`config.mk`:
```
export PLATFORM = sky130hd
export DESIGN_NAME = street_light_node_controller
export DESIGN_NICKNAME = d
export VERILOG_FILES = /design/src/rtl/slnc_pkg.sv /design/src/rtl/slnc_csr.sv /design/src/rtl/slnc_core.sv /design/src/rtl/street_light_node_controller.sv
export SDC_FILE = /design/constraint.sdc
export NUM_CORES = 1
export LEC_CHECK = 0
export BUFFER_PORTS_ARGS = -buffer_cell sky130_fd_sc_hd__buf_2
export CAP_MARGIN = 25
export CORE_UTILIZATION = 59
export DETAILED_ROUTE_END_ITERATION = 16
export GPL_TIMING_DRIVEN = 0
export HOLD_SLACK_MARGIN = 0.08
export PLACE_DENSITY = 0.93
export SLEW_MARGIN = 40
export SYNTH_ARGS = -nofsm -noshare
export SYNTH_HDL_FRONTEND = slang
export SYNTH_HIERARCHICAL = 1
export SYNTH_SLANG_ARGS = --single-unit
```
`constraint.sdc`:
```
create_clock -name clock -period 3.7 [get_ports clock]
set_input_delay 0.185 -clock clock [delete_from_list [all_inputs] [get_ports clock]]
set_output_delay 0.185 -clock clock [all_outputs]
set_load 0.01 [all_outputs]
```
`src/rtl/slnc_pkg.sv`:
```
// Shared types, codes, reset values and helpers for the street light node controller.
package slnc_pkg;

   // Item kinds carried on the request channel
   typedef enum logic [1:0] {
      KIND_SAMPLE  = 2'd0,
      KIND_MESSAGE = 2'd1,
      KIND_TICK    = 2'd2
   } kind_type;

   // Neighbour message types
   typedef enum logic {
      MSG_MOTION     = 1'b0,
      MSG_BRIGHTNESS = 1'b1
   } msg_type_type;

   // Register word indexes (byte address = 4 * index)
   typedef enum logic [2:0] {
      REG_NODE_X         = 3'd0,
      REG_NODE_Y         = 3'd1,
      REG_DARK_THRESHOLD = 3'd2,
      REG_HOLD_TICKS     = 3'd3,
      REG_FULL_LEVEL     = 3'd4,
      REG_DIM_LEVEL      = 3'd5
   } reg_addr_type;

   localparam int ADDR_WIDTH = 5;
   localparam int DATA_WIDTH = 32;

   // Register reset values
   localparam logic signed [15:0] RESET_NODE_X         = 16'sd1;
   localparam logic signed [15:0] RESET_NODE_Y         = 16'sd1;
   localparam logic        [11:0] RESET_DARK_THRESHOLD = 12'd1000;
   localparam logic        [15:0] RESET_HOLD_TICKS     = 16'd20;
   localparam logic        [6:0]  RESET_FULL_LEVEL     = 7'd100;
   localparam logic        [6:0]  RESET_DIM_LEVEL      = 7'd25;

   // LED bar thresholds
   localparam logic [6:0] BAR_STEP_1 = 7'd25;
   localparam logic [6:0] BAR_STEP_2 = 7'd50;
   localparam logic [6:0] BAR_STEP_3 = 7'd75;
   localparam logic [6:0] BAR_FULL   = 7'd100;

   typedef struct packed {
      logic signed [15:0] node_x;
      logic signed [15:0] node_y;
      logic        [11:0] dark_threshold;
      logic        [15:0] hold_ticks;
      logic        [6:0]  full_level;
      logic        [6:0]  dim_level;
   } cfg_type;

   typedef struct packed {
      logic [1:0]         kind;
      logic               pir_level;
      logic [11:0]        light_level;
      logic               msg_type;
      logic signed [15:0] msg_x;
      logic signed [15:0] msg_y;
      logic [6:0]         msg_brightness;
   } req_item_type;

   typedef struct packed {
      logic [6:0] brightness;
      logic [3:0] led_bar;
      logic       send_motion;
      logic       send_brightness;
   } rsp_item_type;

   typedef struct packed {
      logic       motion_flag;
      logic [7:0] neighbour_map;
   } core_status_type;

   // Four-segment level indicator
   function automatic logic [3:0] slnc_bar(input logic [6:0] level);
      logic [3:0] bar;
      bar    = 4'd0;
      bar[0] = (level >= BAR_STEP_1);
      bar[1] = (level >= BAR_STEP_2);
      bar[2] = (level >= BAR_STEP_3);
      bar[3] = (level == BAR_FULL);
      return bar;
   endfunction

endpackage

```
`src/rtl/slnc_csr.sv`:
```
// Configuration register file with an APB-style access port.
module slnc_csr (
   input  logic                             clock,
   input  logic                             reset,
   input  logic                             psel,
   input  logic                             penable,
   input  logic                             pwrite,
   input  logic [slnc_pkg::ADDR_WIDTH-1:0]  paddr,
   input  logic [slnc_pkg::DATA_WIDTH-1:0]  pwdata,
   output logic [slnc_pkg::DATA_WIDTH-1:0]  prdata,
   output logic                             pready,
   output slnc_pkg::cfg_type                cfg
);
   import slnc_pkg::*;

   cfg_type      cfg_ff;
   cfg_type      cfg_in;
   logic         wr_en;
   reg_addr_type reg_sel;

   assign pready  = 1'b1;
   assign wr_en   = psel && penable && pwrite;
   assign reg_sel = reg_addr_type'(paddr[ADDR_WIDTH-1:2]);
   assign cfg     = cfg_ff;

   // Write decode
   always_comb begin
      cfg_in = cfg_ff;
      if (wr_en) begin
         unique case (reg_sel)
            REG_NODE_X:         cfg_in.node_x         = pwdata[15:0];
            REG_NODE_Y:         cfg_in.node_y         = pwdata[15:0];
            REG_DARK_THRESHOLD: cfg_in.dark_threshold = pwdata[11:0];
            REG_HOLD_TICKS:     cfg_in.hold_ticks     = pwdata[15:0];
            REG_FULL_LEVEL:     cfg_in.full_level     = pwdata[6:0];
            REG_DIM_LEVEL:      cfg_in.dim_level      = pwdata[6:0];
            default:            cfg_in = cfg_ff;
         endcase
      end
   end

   // Read mux; signed registers read back sign-extended
   always_comb begin
      unique case (reg_sel)
         REG_NODE_X:         prdata = {{16{cfg_ff.node_x[15]}}, cfg_ff.node_x};
         REG_NODE_Y:         prdata = {{16{cfg_ff.node_y[15]}}, cfg_ff.node_y};
         REG_DARK_THRESHOLD: prdata = {20'd0, cfg_ff.dark_threshold};
         REG_HOLD_TICKS:     prdata = {16'd0, cfg_ff.hold_ticks};
         REG_FULL_LEVEL:     prdata = {25'd0, cfg_ff.full_level};
         REG_DIM_LEVEL:      prdata = {25'd0, cfg_ff.dim_level};
         default:            prdata = '0;
      endcase
   end

   always_ff @(posedge clock) begin
      if (reset) begin
         cfg_ff.node_x         <= RESET_NODE_X;
         cfg_ff.node_y         <= RESET_NODE_Y;
         cfg_ff.dark_threshold <= RESET_DARK_THRESHOLD;
         cfg_ff.hold_ticks     <= RESET_HOLD_TICKS;
         cfg_ff.full_level     <= RESET_FULL_LEVEL;
         cfg_ff.dim_level      <= RESET_DIM_LEVEL;
      end else begin
         cfg_ff <= cfg_in;
      end
   end

endmodule

```
`src/rtl/slnc_core.sv`:
```
// Node state (motion, hold timer, neighbour map, lamp level) and per-item update logic.
module slnc_core (
   input  logic                       clock,
   input  logic                       reset,
   input  slnc_pkg::cfg_type          cfg,
   input  slnc_pkg::req_item_type     item,
   input  logic                       advance,
   output slnc_pkg::rsp_item_type     result,
   output slnc_pkg::core_status_type  status
);
   import slnc_pkg::*;

   logic        pir_prev_ff,    pir_prev_in;
   logic        motion_ff,      motion_in;
   logic [15:0] hold_ff,        hold_in;
   logic [7:0]  nmap_ff,        nmap_in;
   logic [6:0]  level_ff,       level_in;

   logic signed [16:0] dx;
   logic signed [16:0] dy;
   logic               dx_near;
   logic               dy_near;
   logic [1:0]         col;
   logic [1:0]         row;
   logic [3:0]         cell9;
   logic [3:0]         cell8;
   logic [2:0]         nbr_bit;
   logic [6:0]         target;
   logic               send_m;
   logic               send_b;

   // Sender offset from this node and its neighbour bit (centre cell skipped)
   always_comb begin
      dx      = {item.msg_x[15], item.msg_x} - {cfg.node_x[15], cfg.node_x};
      dy      = {item.msg_y[15], item.msg_y} - {cfg.node_y[15], cfg.node_y};
      dx_near = (dx == -17'sd1) || (dx == 17'sd0) || (dx == 17'sd1);
      dy_near = (dy == -17'sd1) || (dy == 17'sd0) || (dy == 17'sd1);
      col     = dx[1:0] + 2'd1;
      row     = dy[1:0] + 2'd1;
      cell9   = ({2'd0, row} * 4'd3) + {2'd0, col};
      cell8   = (cell9 > 4'd4) ? (cell9 - 4'd1) : cell9;
      nbr_bit = cell8[2:0];
   end

   // Next state per item kind
   always_comb begin
      pir_prev_in = pir_prev_ff;
      motion_in   = motion_ff;
      hold_in     = hold_ff;
      nmap_in     = nmap_ff;
      level_in    = level_ff;
      target      = 7'd0;
      send_m      = 1'b0;
      send_b      = 1'b0;
      case (kind_type'(item.kind))
         KIND_SAMPLE: begin
            if (!pir_prev_ff && item.pir_level) begin
               send_m    = 1'b1;
               motion_in = 1'b1;
               hold_in   = cfg.hold_ticks;
            end
            pir_prev_in = item.pir_level;
            if (item.light_level < cfg.dark_threshold) begin
               if (motion_in) begin
                  target = cfg.full_level;
               end else if (nmap_ff != 8'd0) begin
                  target = cfg.dim_level;
               end
            end
            send_b   = (target != level_ff);
            level_in = target;
         end
         KIND_MESSAGE: begin
            if (dx_near && dy_near && !((dx == 17'sd0) && (dy == 17'sd0))) begin
               if (msg_type_type'(item.msg_type) == MSG_MOTION) begin
                  nmap_in[nbr_bit] = 1'b1;
               end else if (item.msg_brightness == 7'd0) begin
                  nmap_in[nbr_bit] = 1'b0;
               end
            end
         end
         KIND_TICK: begin
            if (hold_ff <= 16'd1) begin
               motion_in = 1'b0;
               hold_in   = cfg.hold_ticks;
            end else begin
               hold_in = hold_ff - 16'd1;
            end
         end
         default: ;
      endcase
   end

   // Result for the item in flight
   always_comb begin
      result.brightness      = level_in;
      result.led_bar         = slnc_bar(level_in);
      result.send_motion     = send_m;
      result.send_brightness = send_b;
      status.motion_flag     = motion_ff;
      status.neighbour_map   = nmap_ff;
   end

   always_ff @(posedge clock) begin
      if (reset) begin
         pir_prev_ff <= 1'b0;
         motion_ff   <= 1'b0;
         hold_ff     <= RESET_HOLD_TICKS;
         nmap_ff     <= 8'd0;
         level_ff    <= 7'd0;
      end else if (advance) begin
         pir_prev_ff <= pir_prev_in;
         motion_ff   <= motion_in;
         hold_ff     <= hold_in;
         nmap_ff     <= nmap_in;
         level_ff    <= level_in;
      end
   end

endmodule

```
`src/rtl/street_light_node_controller.sv`:
```
// Top level of the street light node controller: request register, core, result register.
// Each request (sensor sample, neighbour message or time tick) gives exactly one response
// carrying the lamp level, its LED bar and the motion/brightness broadcast flags. A request
// is registered on transfer, evaluated against the node state and written to the response
// register, so the block sustains one item per clock unless a response waits on rsp_stall;
// the response is valid after the item passes both registers. Together the two registers
// hold two items, so a new request is taken while a finished response waits on rsp_stall.
// The user must write configuration through the APB-style port while idle (not enforced).
module street_light_node_controller (
   input  logic                             clock,
   input  logic                             reset,
   // request channel
   input  logic                             req_valid,
   output logic                             req_stall,
   input  logic [1:0]                       req_kind,
   input  logic                             req_pir_level,
   input  logic [11:0]                      req_light_level,
   input  logic                             req_msg_type,
   input  logic signed [15:0]               req_msg_x,
   input  logic signed [15:0]               req_msg_y,
   input  logic [6:0]                       req_msg_brightness,
   // response channel
   output logic                             rsp_valid,
   input  logic                             rsp_stall,
   output logic [6:0]                       rsp_brightness,
   output logic [3:0]                       rsp_led_bar,
   output logic                             rsp_send_motion,
   output logic                             rsp_send_brightness,
   // configuration port
   input  logic                             psel,
   input  logic                             penable,
   input  logic                             pwrite,
   input  logic [slnc_pkg::ADDR_WIDTH-1:0]  paddr,
   input  logic [slnc_pkg::DATA_WIDTH-1:0]  pwdata,
   output logic [slnc_pkg::DATA_WIDTH-1:0]  prdata,
   output logic                             pready
);
   import slnc_pkg::*;

   cfg_type         cfg;
   req_item_type    req_item_ff;
   req_item_type    req_item_in;
   logic            req_valid_ff, req_valid_in;
   rsp_item_type    rsp_item_ff;
   rsp_item_type    core_result;
   logic            rsp_valid_ff, rsp_valid_in;
   core_status_type core_status;
   logic            out_ready;
   logic            advance;
   logic            req_take;

   slnc_csr u_csr (
      .clock   (clock),
      .reset   (reset),
      .psel    (psel),
      .penable (penable),
      .pwrite  (pwrite),
      .paddr   (paddr),
      .pwdata  (pwdata),
      .prdata  (prdata),
      .pready  (pready),
      .cfg     (cfg)
   );

   slnc_core u_core (
      .clock   (clock),
      .reset   (reset),
      .cfg     (cfg),
      .item    (req_item_ff),
      .advance (advance),
      .result  (core_result),
      .status  (core_status)
   );

   // Pipeline flow control
   assign out_ready = !rsp_valid_ff || !rsp_stall;
   assign advance   = req_valid_ff && out_ready;
   assign req_stall = req_valid_ff && !out_ready;
   assign req_take  = req_valid && !req_stall;

   always_comb begin
      req_item_in.kind           = req_kind;
      req_item_in.pir_level      = req_pir_level;
      req_item_in.light_level    = req_light_level;
      req_item_in.msg_type       = req_msg_type;
      req_item_in.msg_x          = req_msg_x;
      req_item_in.msg_y          = req_msg_y;
      req_item_in.msg_brightness = req_msg_brightness;
      if (req_take) begin
         req_valid_in = 1'b1;
      end else if (advance) begin
         req_valid_in = 1'b0;
      end else begin
         req_valid_in = req_valid_ff;
      end
      if (advance) begin
         rsp_valid_in = 1'b1;
      end else if (rsp_stall) begin
         rsp_valid_in = rsp_valid_ff;
      end else begin
         rsp_valid_in = 1'b0;
      end
   end

   // Request register
   always_ff @(posedge clock) begin
      if (reset) begin
         req_valid_ff <= 1'b0;
      end else begin
         req_valid_ff <= req_valid_in;
      end
      if (req_take) begin
         req_item_ff <= req_item_in;
      end
   end

   // Response register
   always_ff @(posedge clock) begin
      if (reset) begin
         rsp_valid_ff <= 1'b0;
      end else begin
         rsp_valid_ff <= rsp_valid_in;
      end
      if (advance) begin
         rsp_item_ff <= core_result;
      end
   end

   assign rsp_valid           = rsp_valid_ff;
   assign rsp_brightness      = rsp_item_ff.brightness;
   assign rsp_led_bar         = rsp_item_ff.led_bar;
   assign rsp_send_motion     = rsp_item_ff.send_motion;
   assign rsp_send_brightness = rsp_item_ff.send_brightness;

   // A held request is never dropped while the response side is blocked
   a_req_hold: assert property (@(posedge clock) disable iff (reset)
      (req_valid_ff && !advance) |=> req_valid_ff)
      else $error("request register lost an item while blocked");

   // A motion broadcast always leaves the motion flag set
   a_motion_flag: assert property (@(posedge clock) disable iff (reset)
      (advance && core_result.send_motion) |=> core_status.motion_flag)
      else $error("motion broadcast without motion flag");

   // The LED bar always matches the reported level
   a_bar_match: assert property (@(posedge clock) disable iff (reset)
      rsp_valid_ff |-> (rsp_led_bar == slnc_bar(rsp_brightness)))
      else $error("led bar does not match brightness");

   // Back-pressure only when both the request and response registers are occupied
   a_stall_full: assert property (@(posedge clock) disable iff (reset)
      req_stall |-> (req_valid_ff && rsp_valid_ff))
      else $error("request stalled with free storage");

endmodule

```
# [Word level (Yosys, flattened, before mapping)]
# Index checks and enable logic that the tools add are counted.
# W data, S select, Z words.
[totals] regBits=177 out_inout_bits=48 wordCells=122
[classes] add_sub_neg=7 multipliers=1 magnitude_cmp=8 n_eq_ne=17 mux=23 n_bitwise=3 n_reduce_logical=39
[op_table] operator="$pmux W32 S6" count=1
[op_table] operator="$mux W7" count=5
[op_table] operator="$eq A17 B1 Y1 const B" count=2
[op_table] operator="$eq A17 B2 Y1 const B" count=2
[op_table] operator="$logic_not A17 Y1" count=2
[op_table] operator="$sub A16 B16 Y17" count=2
[op_table] operator="$mux W16" count=2
[op_table] operator="$pmux W16 S2" count=1
[op_table] operator="$le A16 B1 Y1 const B" count=1
[op_table] operator="$mux W8" count=2
[op_table] operator="$sub A16 B1 Y16 const B" count=1
[op_table] operator="$reduce_and A2 Y1" count=7
[op_table] operator="$lt A12 B12 Y1" count=1
[op_table] operator="$logic_and A1 B1 Y1" count=10
[op_table] operator="$mux W1" count=9
[op_table] operator="$and A8 B8 Y8" count=1
[op_table] operator="$ne A2 B1 Y1 const B" count=4
[op_table] operator="$not A8 Y8" count=1
[op_table] operator="$or A8 B8 Y8" count=1
[op_table] operator="$reduce_bool A8 Y1" count=1
[op_table] operator="$eq A7 B7 Y1 const B" count=1
[op_table] operator="$ge A7 B5 Y1 const B" count=1
[op_table] operator="$ge A7 B6 Y1 const B" count=1
[op_table] operator="$ge A7 B7 Y1 const B" count=1
[op_table] operator="24 further kinds" count=38

# [Logic depth before layout (Yosys ltp)]
# Gate-level depths: netlist of run 1.
[depth] depth_word=14 mapped_depth=16 ltp_nobuf=16

# [By module]
# The synthesis of run 1 kept the hierarchy.
[by_module_without_submodules] module="slnc_core" instances=1 cells_each=693 area_each_um2=4818.4 seq_area_each_um2=660.6
[by_module_without_submodules] module="slnc_csr" instances=1 cells_each=404 area_each_um2=3731.1 seq_area_each_um2=1481.4
[by_module_without_submodules] module="street_light_node_controller" instances=1 cells_each=78 area_each_um2=2128.3 seq_area_each_um2=2082.0

# [Worst setup path before layout of run 1]
# Ideal clock, no wire load.
[synth_timing] path_type="register -> register" startpoint="reg req_item_ff[23] in the netlist's numbering" endpoint="reg with a tool-made name" setup_ps=72 arrival_ps=3305 slack_ps=323 stages_incl_launch_ff=15 n_path_buf=0 period_less_slack_ps=3377 cell_sequence="edfxtp_1 inv_1 ha_1 fa_1 ha_1 xnor2_1 xnor2_1 ha_1 fa_1 a21oi_1 xnor2_1 nor2b_1 nand2_1 nor3_1 mux2i_1"
[synth_rtl] item="start: declaration" line="street_light_node_controller.sv:41" rtl="req_item_type req_item_ff;"
[synth_rtl] item="start signal: assignment" line="street_light_node_controller.sv:113" rtl="req_item_ff <= req_item_in;"

==> Flow_metrics.wiki, run 1 <==
{| class="wikitable"
! Metric !! Value
|-
| Peak supply drop || ~360 uV
|-
| First-pass GRT wire length || ~50000 microns
|-
| Share of the core filled with cells in the final layout || 0.748
|-
| Setup Crit Path Kind || flop to flop
|-
| Layout overhead on the synthesized area || 22.5%
|-
| DP Cell Count || between 1500 and 2000
|-
| Fin nets || 1554
|-
| Post-detailed-routing wire length || roughly 32000 microns
|-
| Power per cell area || ~350 nW/um^2
|-
| Pin slew with the least headroom to its limit || about 0.7 ns
|-
| Placer's final routability congestion estimate || around 0.95
|-
| Die Footprint || roughly 19000 sq um
|-
| Delay of the slowest cell on the worst path || ~0.62 ns
|-
| Number of filler cells placed in the layout || between 1000 and 1500
|-
| Buffer levels on the longest clock path || 2
|-
| Detailed Routing Iterations Pass 1 || 7
|-
| Number of max-cap violations || 0
|-
| Slowest stage cell, crit path || nor4_1
|-
| Worst-Skew Late Latency || 0.44 ns
|-
| Switching power || approximately 1.3 mW
|-
| Data required time at the worst endpoint || just over 4 ns
|-
| Die width || 136 microns
|-
| Class of the tightest hold or removal check || input port to flop
|-
| Level count of the clock H-tree || 4
|-
| Count of unresolved DRC violations after routing || 0
|-
| Final period utilization || 0.996
|-
| Remaining max-slew budget at the tightest pin || 0.529
|-
| Cell breakdown of the critical path || inv_1, ha_1, nor2_1, a211oi_2, nor3_1, nor4_1, and4_1, nand4_1, o31ai_2, o32ai_4, nor3_1, mux2i_1
|-
| Pin count of the biggest net entering global routing || 23
|-
| Length in cells of the worst reg-to-reg path || 12
|-
| Clock tree from TritonCTS || done
|-
| Finish-stage setup viols || 0
|-
| Via-to-Cell Ratio || 6.39
|-
| Largest delay share family, worst path || simple AND/OR/NAND/NOR gates
|-
| Height of the die || between 100 and 150 microns
|-
| Arrival time of data at the critical path endpoint || between 4 and 5 ns
|-
| Number of core rows || 48
|-
| Initial core utilization || 0.611
|-
| CTS buffer count || 17
|-
| LEAKAGE || around 5.3 nW
|-
| RSZ-0062 raised after global routing || true
|-
| Mean instance size in the synthesized netlist || just over 9 sq um
|-
| Proportion of total power due to net switching || 0.285
|-
| CP Buf/Inv Count || 1
|-
| Final slew viol count || 0
|-
| Number of global-route vias before repair || a little under 10000
|-
| Worst hold path cell count || 3
|-
| Clock share of power || 0.357
|-
| Element type at the critical path end || flop
|-
| Number of cells on the critical path || 12
|-
| Core ar. || between 15000 and 20000 sq um
|-
| Setup skew after layout || approximately 0.0063 ns
|-
| Avg WL per Cell || 19.6 microns
|-
| Flop pwr share || 0.455
|-
| Routed via count || ~10000
|-
| Initial antenna violation count || 2
|-
| CTS clk-pin slew, worst paths || ~0.07 ns
|-
| Fin worst setup slack || roughly 0.015 ns
|-
| Mapped cell area || approximately 11000 sq um
|-
| Shortest clock period the worst path allows after layout || 3.69 ns
|-
| Result of the run || complete, no violations
|-
| Remaining global-route overflow || 0
|-
| Ports placed on the boundary || 147
|-
| Most repeated library cell on the critical path || nor3_1
|-
| Kind of launch point of the worst setup path || flop
|-
| Minimum setup slack after placement || -0.110 ns
|-
| Share of total power in combinational logic || 0.188
|-
| Cell internal power dissipation || approximately 3.3 mW
|-
| Final count of hold timing violations || 0
|-
| Port Buffer Count || approximately 130
|-
| Final antenna-violating net count || 0
|-
| All-Layer GR Usage || 0.346
|-
| Synthesized Nets || between 1000 and 1500
|-
| Starting DRT DRC Count || approximately 1500
|-
| Maximum achievable frequency || around 270 MHz
|-
| Clk root buf || clkbuf_16
|-
| DPL Wire Length || about 22000 microns
|-
| Synth Warn # || 6
|-
| Crit Path Max Fanout || 8
|-
| Final cell count without fillers || around 1600
|-
| Share of layout cells above drive strength 1 || 0.180
|-
| Overall power consumption || roughly 4.6 mW
|-
| Total clock sinks || 177
|-
| Mapped Cells || between 1000 and 1500
|}
[flip-flops by register name, indices dropped and copies added, names as in the netlist, named ones only]
name	flops
u_csr/cfg	74
req_item_ff	55
u_core/hold_ff	16
rsp_brightness	7
u_core/level_ff	7
rsp_led_bar	4
req_valid_ff	1
rsp_send_brightness	1
rsp_send_motion	1
rsp_valid	1
u_core/motion_ff	1
u_core/pir_prev_ff	1
[worst min-delay path: stages]
cell     delay, ns
buf_2         0.16
nand3_1       0.08
a21oi_1       0.06
[cells in the final DEF, fill, tap and decap left out, drive strengths merged, types with 13 or more instances in the layout]
cell           n
a21oi         95
nand2         64
dfxtp        109
nor3          29
edfxtp        68
dlygate4sd3   72
a21o          14
nand2b        74
nor2          99
mux2i         67
ha            56
buf          170
nor4          14
a211oi        13
clkbuf        55
nand3         48
inv           68
o21ai         71
[cell type report]
cell class,instances,area (sq um),area share
repair buffers,205,1430,0.109
multi-input cells,856,5970,0.457
diodes,2,5.00,0.000383
clock buffers,19,443,0.0339
inverters,66,248,0.0190
flip-flops and latches,177,4220,0.323
plain buffers,73,382,0.0292
well taps,225,282,0.0215
clock inverters,13,87.6,0.00670
[repair_timing]
| item | 4_1_cts | 5_1_grt |
|---|---|---|
| hold endpoints to repair | 85 | 0 |
| endpoints found under the setup margin | 8 | 8 |
| hold buffers | 72 | 0 |
| pin swaps | 1 | 2 |
| gates resized for setup | 4 | 23 |
| setup buffers | 1 | 2 |
[worst paths after layout]
check / startpoint / endpoint / slack [ns]
max: u_csr/cfg[60]$_SDFFE_PP0P_ / flop / 0.01
min: pwdata[5] / u_csr/cfg[19]$_SDFFE_PP0P_ / 0.10
max reg2reg: u_csr/cfg[60]$_SDFFE_PP0P_ / flop / 0.01
min reg2reg: u_core/pir_prev_ff$_SDFFE_PP0P_ / u_core/pir_prev_ff$_SDFFE_PP0P_ / 0.47
[stage by stage]
stage | instance area, sq um | TNS [ns] | hold slack, ns
2_1_floorplan | 10700 | 0 | 0.247
3_3_place_gp | 11600 | -32.75 | 0.362
3_5_place_dp | 11700 | -0.518 | 0.363
4_1_cts | 12900 | 0 | 0.0883
5_1_grt | 13100 | -0.250 | 0.110
6_report | 13100 | 0 | 0.104
[power groups by stage]
stage | Clock (mW) | Combinational, mW | Sequential [mW]
after global placement | 0 | 0.661 | 2.15
after CTS | 1.67 | 0.787 | 2.11
after detailed placement | 0 | 0.701 | 2.15
final | 1.66 | 0.871 | 2.11
after floorplan | 0 | 0.486 | 2.15
after global routing | 1.74 | 0.928 | 2.11
[per-layer routing]
layer / up-vias / part of all wire / GRT usage / wire length (microns)
li1: 4698 / - / - / -
met1: 4816 / 0.37 / 0.423 / 12000
met2: 770 / 0.47 / 0.572 / 15000
met3: 166 / 0.11 / 0.0690 / 3400
met4: 0 / 0.051 / 0.185 / 1630
met5: - / 0 / 0 / 0
Power figures use the tool's default switching activity.
==> run 2: changes to the inputs <==
--- a/config.mk
+++ b/config.mk
@@ -9,7 +9,6 @@
 export CAP_MARGIN = 25
 export CORE_UTILIZATION = 59
 export DETAILED_ROUTE_END_ITERATION = 16
-export GPL_TIMING_DRIVEN = 0
 export HOLD_SLACK_MARGIN = 0.08
 export PLACE_DENSITY = 0.93
 export SLEW_MARGIN = 40
==> run 2 against run 1 <==
Clock-buffer cell count rose by 5. Core utilization fell by 2.1 points. Largest cell class unchanged. Combinational power fell by 6.2%. Critical path depth rose by 1. Setup slack improved by 0.00054 ns. Fmax barely moved. Cell count fell by 4.2%. Register-to-register slack barely moved. Flip-flop and latch count did not move.
==> Flow_metrics.wiki, run 2 (synthesized netlist as in run 1, its figures left out) <==
{| class="wikitable"
! Metric !! Value
|-
| Crit Path Max Fanout || 8
|-
| CP Buf/Inv Count || 1
|-
| Core ar. || between 15000 and 20000 sq um
|-
| Slowest stage cell, crit path || or4_1
|-
| Die Footprint || 18600 sq um
|-
| Worst hold path cell count || 2
|-
| Count of unresolved DRC violations after routing || 0
|-
| Number of max-cap violations || 0
|-
| Delay of the slowest cell on the worst path || ~0.45 ns
|-
| Hold Path Sink || rsp_valid$_SDFFE_PP0P_
|-
| Avg WL per Cell || roughly 19 microns
|-
| Post-detailed-routing wire length || ~30000 microns
|-
| Peak supply drop || between 300 and 400 uV
|-
| Level count of the clock H-tree || 4
|-
| Flop pwr share || 0.449
|-
| Top library cells by usage in the layout, fill and taps aside || buf_2 (126), dfxtp_1 (109), nor2_1 (98)
|-
| Arrival time of data at the critical path endpoint || ~4.1 ns
|-
| Starting DRT DRC Count || 1382
|-
| LEAKAGE || ~5.1 nW
|-
| Cell internal power dissipation || between 3 and 4 mW
|-
| Number of core rows || 48
|-
| Kind of launch point of the worst setup path || flop
|-
| Worst-Skew Late Latency || ~0.44 ns
|-
| CTS clk-pin slew, worst paths || 0.07 ns
|-
| Die width || approximately 140 microns
|-
| Minimum setup slack after placement || 0.0191 ns
|-
| Leading cell type in the layout, fill and taps excluded || buf_2
|-
| Class of the tightest hold or removal check || input port to flop
|-
| Remaining max-slew budget at the tightest pin || 0.466
|-
| Final slew viol count || 0
|-
| All-Layer GR Usage || 0.327
|-
| Result of the run || complete, no violations
|-
| Fin nets || 1488
|-
| Element type at the critical path end || flop
|-
| Height of the die || 136 microns
|-
| Total clock sinks || approximately 180
|-
| Proportion of total power due to net switching || 0.273
|-
| Detailed Routing Iterations Pass 1 || 6
|-
| Number of flip-flops in the largest register || 74
|-
| Final cell area excluding filler cells || between 10000 and 15000 sq um
|-
| Placer's final routability congestion estimate || roughly 0.95
|-
| First-pass GRT wire length || 46700 microns
|-
| Clock share of power || 0.376
|-
| Antenna cell count || 0
|-
| Initial core utilization || 0.611
|-
| Initial antenna violation count || 0
|-
| Pin count of the biggest net entering global routing || 109
|-
| Clk root buf || clkbuf_16
|-
| Share of total power in combinational logic || 0.174
|-
| Flop-to-flop setup slack || around 0.015 ns
|-
| Layout overhead on the synthesized area || 19.1%
|-
| # Post-CTS Setup Buffers || 0
|-
| Shortest clock period the worst path allows after layout || around 3.7 ns
|-
| Routed via count || between 10000 and 15000
|-
| DPL Wire Length || about 20000 microns
|-
| Fin worst setup slack || approximately 0.015 ns
|-
| Finish-stage setup viols || 0
|-
| CTS buffer count || 17
|-
| Switching power || around 1.3 mW
|-
| Length in cells of the worst reg-to-reg path || 13
|-
| Final count of hold timing violations || 0
|-
| Ports placed on the boundary || 147
|-
| Data required time at the worst endpoint || around 4.1 ns
|-
| Via-to-Cell Ratio || roughly 6.4
|-
| Clock tree from TritonCTS || done
|-
| Setup skew after layout || slightly above 0.008 ns
|-
| Maximum achievable frequency || 271 MHz
|-
| RSZ-0062 raised after global routing || true
|-
| Final antenna-violating net count || 0
|-
| Remaining global-route overflow || 0
|-
| Number of cells on the critical path || 13
|-
| Buffer levels on the longest clock path || 2
|-
| Power per cell area || roughly 370 nW/um^2
|-
| Largest delay share family, worst path || simple AND/OR/NAND/NOR gates
|-
| Final period utilization || 0.996
|-
| Cell breakdown of the critical path || inv_1, ha_1, fa_1, nand2b_1, a21oi_1, o2111ai_1, or4_1, nor4_1, nand4_1, nor4bb_2, o32ai_4, nor3_1, mux2i_1
|-
| Overall power consumption || between 4 and 5 mW
|-
| Post-detailed-placement cell area || ~11000 sq um
|-
| Hold path startpoint || reset
|-
| Port Buffer Count || around 130
|-
| Number of global-route vias before repair || 9442
|-
| Pin slew with the least headroom to its limit || roughly 0.80 ns
|-
| Reg-to-Reg Start || req_item_ff[7]$_DFFE_PP_
|-
| Share of layout cells above drive strength 1 || 0.162
|-
| Setup Crit Path Kind || flop to flop
|}
[run 2: layout make-up]
class / instances / area [sq um]
Timing Repair Buffer: 212 / 1460
Clock buffer: 24 / 483
Inverter: 66 / 248
Clock inverter: 8 / 76.3
Fill cell: 1133 / 4770
Multi-Input combinational cell: 856 / 5930
Sequential cell: 177 / 4220
Tap cell: 225 / 282
[run 2: power groups by stage]
stage	sequential, mW	combinational, mW	clock, mW
after global routing	2.11	0.875	1.86
after global placement	2.15	0.651	0
after CTS	2.11	0.753	1.76
after detailed placement	2.15	0.679	0
final	2.11	0.817	1.77
after floorplan	2.15	0.486	0
[run 2: repair_timing]
action	CTS	global route
setup endpoints to repair	6	8
pin swaps	0	1
gates cloned	0	0
resized for setup	2	20
endpoints found under the hold margin	91	0
hold buffers	73	0
[run 2: worst max path at each step]
stage	start	end
after detailed placement	req_item_ff[23]$_DFFE_PP_	flop
after floorplan	req_item_ff[23]$_DFFE_PP_	flop
final	req_item_ff[7]$_DFFE_PP_	flop
after CTS	req_item_ff[23]$_DFFE_PP_	flop
after global routing	u_csr/cfg[58]$_SDFFE_PP1P_	flop
after global placement	req_item_ff[23]$_DFFE_PP_	flop
[run 2: routing by layer]
layer,GRT usage,vias to the layer above,share of wire
li1,-,4565,-
met1,0.399,4678,0.38
met2,0.545,715,0.47
met3,0.0675,146,0.096
met4,0.162,0,0.046
met5,0,-,0
[run 2: metrics by stage]
stage / setup TNS (ns) / util / std cells / hold WS (ns)
6_report: 0 / 0.727 / 1568 / 0.199
5_1_grt: -0.168 / 0.727 / 1568 / 0.265
4_1_cts: 0 / 0.721 / 1567 / 0.235
3_5_place_dp: 0 / 0.646 / 1462 / 0.363
3_3_place_gp: 0 / 0.646 / 1462 / 0.361
2_1_floorplan: 0 / - / 1174 / 0.247
==> run 3: changes to the inputs <==
--- a/config.mk
+++ b/config.mk
@@ -7,12 +7,11 @@
 export LEC_CHECK = 0
 export BUFFER_PORTS_ARGS = -buffer_cell sky130_fd_sc_hd__buf_2
 export CAP_MARGIN = 25
-export CORE_UTILIZATION = 59
+export CORE_UTILIZATION = 58
 export DETAILED_ROUTE_END_ITERATION = 16
 export HOLD_SLACK_MARGIN = 0.08
-export PLACE_DENSITY = 0.93
+export PLACE_DENSITY = 0.92
 export SLEW_MARGIN = 40
 export SYNTH_ARGS = -nofsm -noshare
 export SYNTH_HDL_FRONTEND = slang
-export SYNTH_HIERARCHICAL = 1
 export SYNTH_SLANG_ARGS = --single-unit
==> run 3 against run 2 <==
The flow now finishes with violations (negative setup slack). Total power rose by 3.6%. Cell count rose by 2.1%. Critical path type unchanged. Register-to-register slack got worse by 0.04 ns. Fmax fell by 1.1%.
==> Flow_metrics.wiki, run 3 <==
{| class="wikitable"
! Metric !! Value
|-
| Result of the run || complete, but fails checks
|-
| Violated checks || negative setup slack
|-
| Number of filler cells placed in the layout || 1157
|-
| Post-detailed-routing wire length || ~30000 microns
|-
| Post-synthesis cell type with the largest combined area || dfxtp_1
|-
| Pin slew with the least headroom to its limit || about 0.81 ns
|-
| Multi-input combinational cell area || 5690 sq um
|-
| Maximum achievable frequency || 269 MHz
|-
| Synth Warn # || 0
|-
| Remaining global-route overflow || 0
|-
| Final antenna-violating net count || 0
|-
| Class of the tightest hold or removal check || input port to flop
|-
| Main combinational cell family by area after synthesis || simple AND/OR/NAND/NOR gates
|-
| Layout overhead on the synthesized area || 20.6%
|-
| Mapped cell area || 10400 sq um
|-
| Arrival time of data at the critical path endpoint || between 4 and 5 ns
|-
| Data required time at the worst endpoint || approximately 4.1 ns
|-
| Number of flip-flops in the largest register || 74
|-
| Setup TNS || -0.0242 ns
|-
| Number of enable-type register cells in the synthesized netlist || between 60 and 70
|-
| Setup Crit Path Kind || flop to flop
|-
| Post-synthesis sequential area ratio || 0.406
|-
| Synthesized Nets || about 1400
|-
| Placer's final routability congestion estimate || between 0.9 and 1
|-
| Detailed Routing Iterations Pass 1 || 5
|-
| Leading cell type in the layout, fill and taps excluded || nand2_1
|-
| Die width || about 140 microns
|-
| LEAKAGE || ~4.8 nW
|-
| All-Layer GR Usage || 0.325
|-
| Number of core rows || 48
|-
| Synth unique cells || between 80 and 90
|-
| Number of max-cap violations || 0
|-
| Die Footprint || roughly 18000 sq um
|-
| Starting DRT DRC Count || about 1400
|-
| Total clock sinks || ~180
|-
| Final count of hold timing violations || 0
|-
| Core ar. || roughly 17000 sq um
|-
| Compound-gate portion of the synthesized area || 0.192
|-
| Worst-Skew Late Latency || roughly 0.45 ns
|-
| Fin nets || roughly 1500
|-
| Shortest clock period the worst path allows after layout || ~3.7 ns
|-
| DPL Wire Length || between 15000 and 20000 microns
|-
| Share of the core filled with cells in the final layout || 0.720
|-
| Final slew viol count || 0
|-
| Top flip-flop cell by instance count after synthesis || dfxtp_1
|-
| Height of the die || between 100 and 150 microns
|-
| Initial core utilization || 0.597
|-
| Routed via count || between 10000 and 15000
|-
| Avg WL per Cell || 19.1 microns
|-
| Port Buffer Count || approximately 130
|-
| Buffer levels on the longest clock path || 2
|-
| Level count of the clock H-tree || 4
|-
| First-pass GRT wire length || approximately 47000 microns
|-
| Ports placed on the boundary || 147
|-
| Share of layout cells above drive strength 1 || 0.162
|-
| Kind of launch point of the worst setup path || flop
|-
| Peak supply drop || between 300 and 400 uV
|-
| Number of global-route vias before repair || 9347
|-
| Clk root buf || clkbuf_16
|-
| Top-count cell post-synth || nand2_1
|-
| Post-synthesis mux area share || 0.0408
|-
| Parity-gate share of the synthesized area counting xor and xnor cells || 0.0244
|-
| CTS buffer count || 17
|-
| RSZ-0062 raised after global routing || true
|-
| Dominant cells by area after synthesis || dfxtp_1 (21%), edfxtp_1 (20%), ha_1 (6.7%)
|-
| Most instantiated cells after synthesis || nand2_1 (177), a21oi_1 (118), nor2_1 (118)
|-
| Via-to-Cell Ratio || about 6.3
|-
| Async set-or-reset flop fraction in the synthesized netlist || 0
|-
| Initial antenna violation count || 2
|-
| Crit Path Max Fanout || 7
|-
| Top library cells by usage in the layout, fill and taps aside || nand2_1 (177), buf_2 (125), a21oi_1 (117), nor2_1 (117), dfxtp_1 (109)
|-
| DP Cell Count || around 1500
|-
| Overall power consumption || 4.86 mW
|-
| Minimum setup slack after placement || ~0.014 ns
|-
| Arithmetic-cell share of the synthesized area counting full adders, half adders and majority gates || 0.0731
|-
| Total area of sequential cells || roughly 4200 sq um
|-
| Setup skew after layout || ~0.014 ns
|-
| Remaining max-slew budget at the tightest pin || 0.462
|-
| Final cell count without fillers || between 1500 and 2000
|-
| CTS clk-pin slew, worst paths || around 0.08 ns
|-
| Finish-stage setup viols || 1
|-
| Mean instance size in the synthesized netlist || slightly below 9 sq um
|-
| Simple-gate share of the synthesized area || 0.203
|-
| Top-area cell type share of the netlist area || 0.210
|-
| Element type at the critical path end || flop
|-
| Fin worst setup slack || -0.0242 ns
|-
| Pin count of the biggest net entering global routing || 55
|-
| Count of unresolved DRC violations after routing || 0
|-
| Number of storage elements in the synthesis netlist || 177
|-
| Final period utilization || 1.01
|-
| Power per cell area || 387 nW/um^2
|-
| Mapped Cells || around 1200
|-
| Clock tree from TritonCTS || done
|}
run 3: cell types whose count changed in the layout (fill, tap and decap cells not counted), moves of 6 or more:
cell / previous run / this run
nand2_1: 62 / 177
nand2b_1: 74 / 16
nand3_1: 46 / 7
mux2i_1: 67 / 30
a21oi_1: 92 / 117
o21ai_0: 59 / 34
nor2_1: 98 / 117
a211o_1: 2 / 13
nor3_1: 23 / 34
a31oi_1: 3 / 13
o21ai_1: 12 / 5
o31ai_1: 8 / 1
o31a_1: 0 / 6
run 3: kinds of logic (layout without fill, tap and decap cells):
family,Yosys count,in the layout
compound gates,303,303
xor+xnor,29,29
fa+ha+maj,59,59
buf+inv,147,319
flops,177,177
mux,36,36
other cells,1,3
simple gates,450,450
run 3: repair_timing:
action / CTS / global route
endpoints found under the setup margin: 2 / 8
pin swaps: 0 / 5
buffers inserted: 0 / 2
hold endpoints to repair: 106 / 0
resized for setup: 0 / 22
hold buffers: 72 / 0
run 3: path summary, 6_finish.rpt:
path	start	to	slack, ns	cells past startpoint
hold reg to reg	u_csr.cfg[60]$_SDFFE_PP0P_	u_csr.cfg[60]$_SDFFE_PP0P_	0.47	2
hold / removal	pwdata[6]	u_csr.cfg[20]$_SDFFE_PP0P_	0.13	3
setup / recovery	u_csr.cfg[58]$_SDFFE_PP1P_	flop	-0.02	14
setup reg to reg	u_csr.cfg[58]$_SDFFE_PP1P_	flop	-0.02	14
run 3: metrics by stage:
step	instance area [sq um]	hold WS (ns)
after global routing	12500	0.135
final	12500	0.129
after global placement	11100	0.363
after CTS	12400	0.0887
after detailed placement	11100	0.363
after floorplan	10400	0.284
run 3: report_power, final:
group          internal [mW]  switching [mW]
Sequential              2.09          0.0369
Combinational          0.390           0.538
Clock                  0.908           0.902
Total                   3.38            1.48
run 3: final cells by class:
type	count	area share
flip-flops and latches	177	0.337
well taps	225	0.0224
repair buffers	214	0.117
clock inverters	15	0.0137
diodes	2	0.000399
inverters	73	0.0218
clock buffers	17	0.0339
multi-input cells	878	0.454
run 3: worst max-delay path, stage by stage, from the launching register on:
cell	delay, ns
dfxtp_1	0.49
ha_4	0.21
fa_2	0.49
ha_4	0.31
xnor2_2	0.11
xnor2_1	0.16
ha_1	0.21
fa_2	0.52
xor2_1	0.21
nor2_1	0.12
a22oi_1	0.10
nor2_1	0.15
nand2_1	0.11
nor3_2	0.22
mux2i_1	0.24
run 3: routing by layer:
layer,GRT usage,up-vias,wire length (microns)
met5,0,-,0
met2,0.539,653,14300
met4,0.178,0,1770
met3,0.0529,165,2780
li1,-,4590,-
met1,0.403,4699,11700
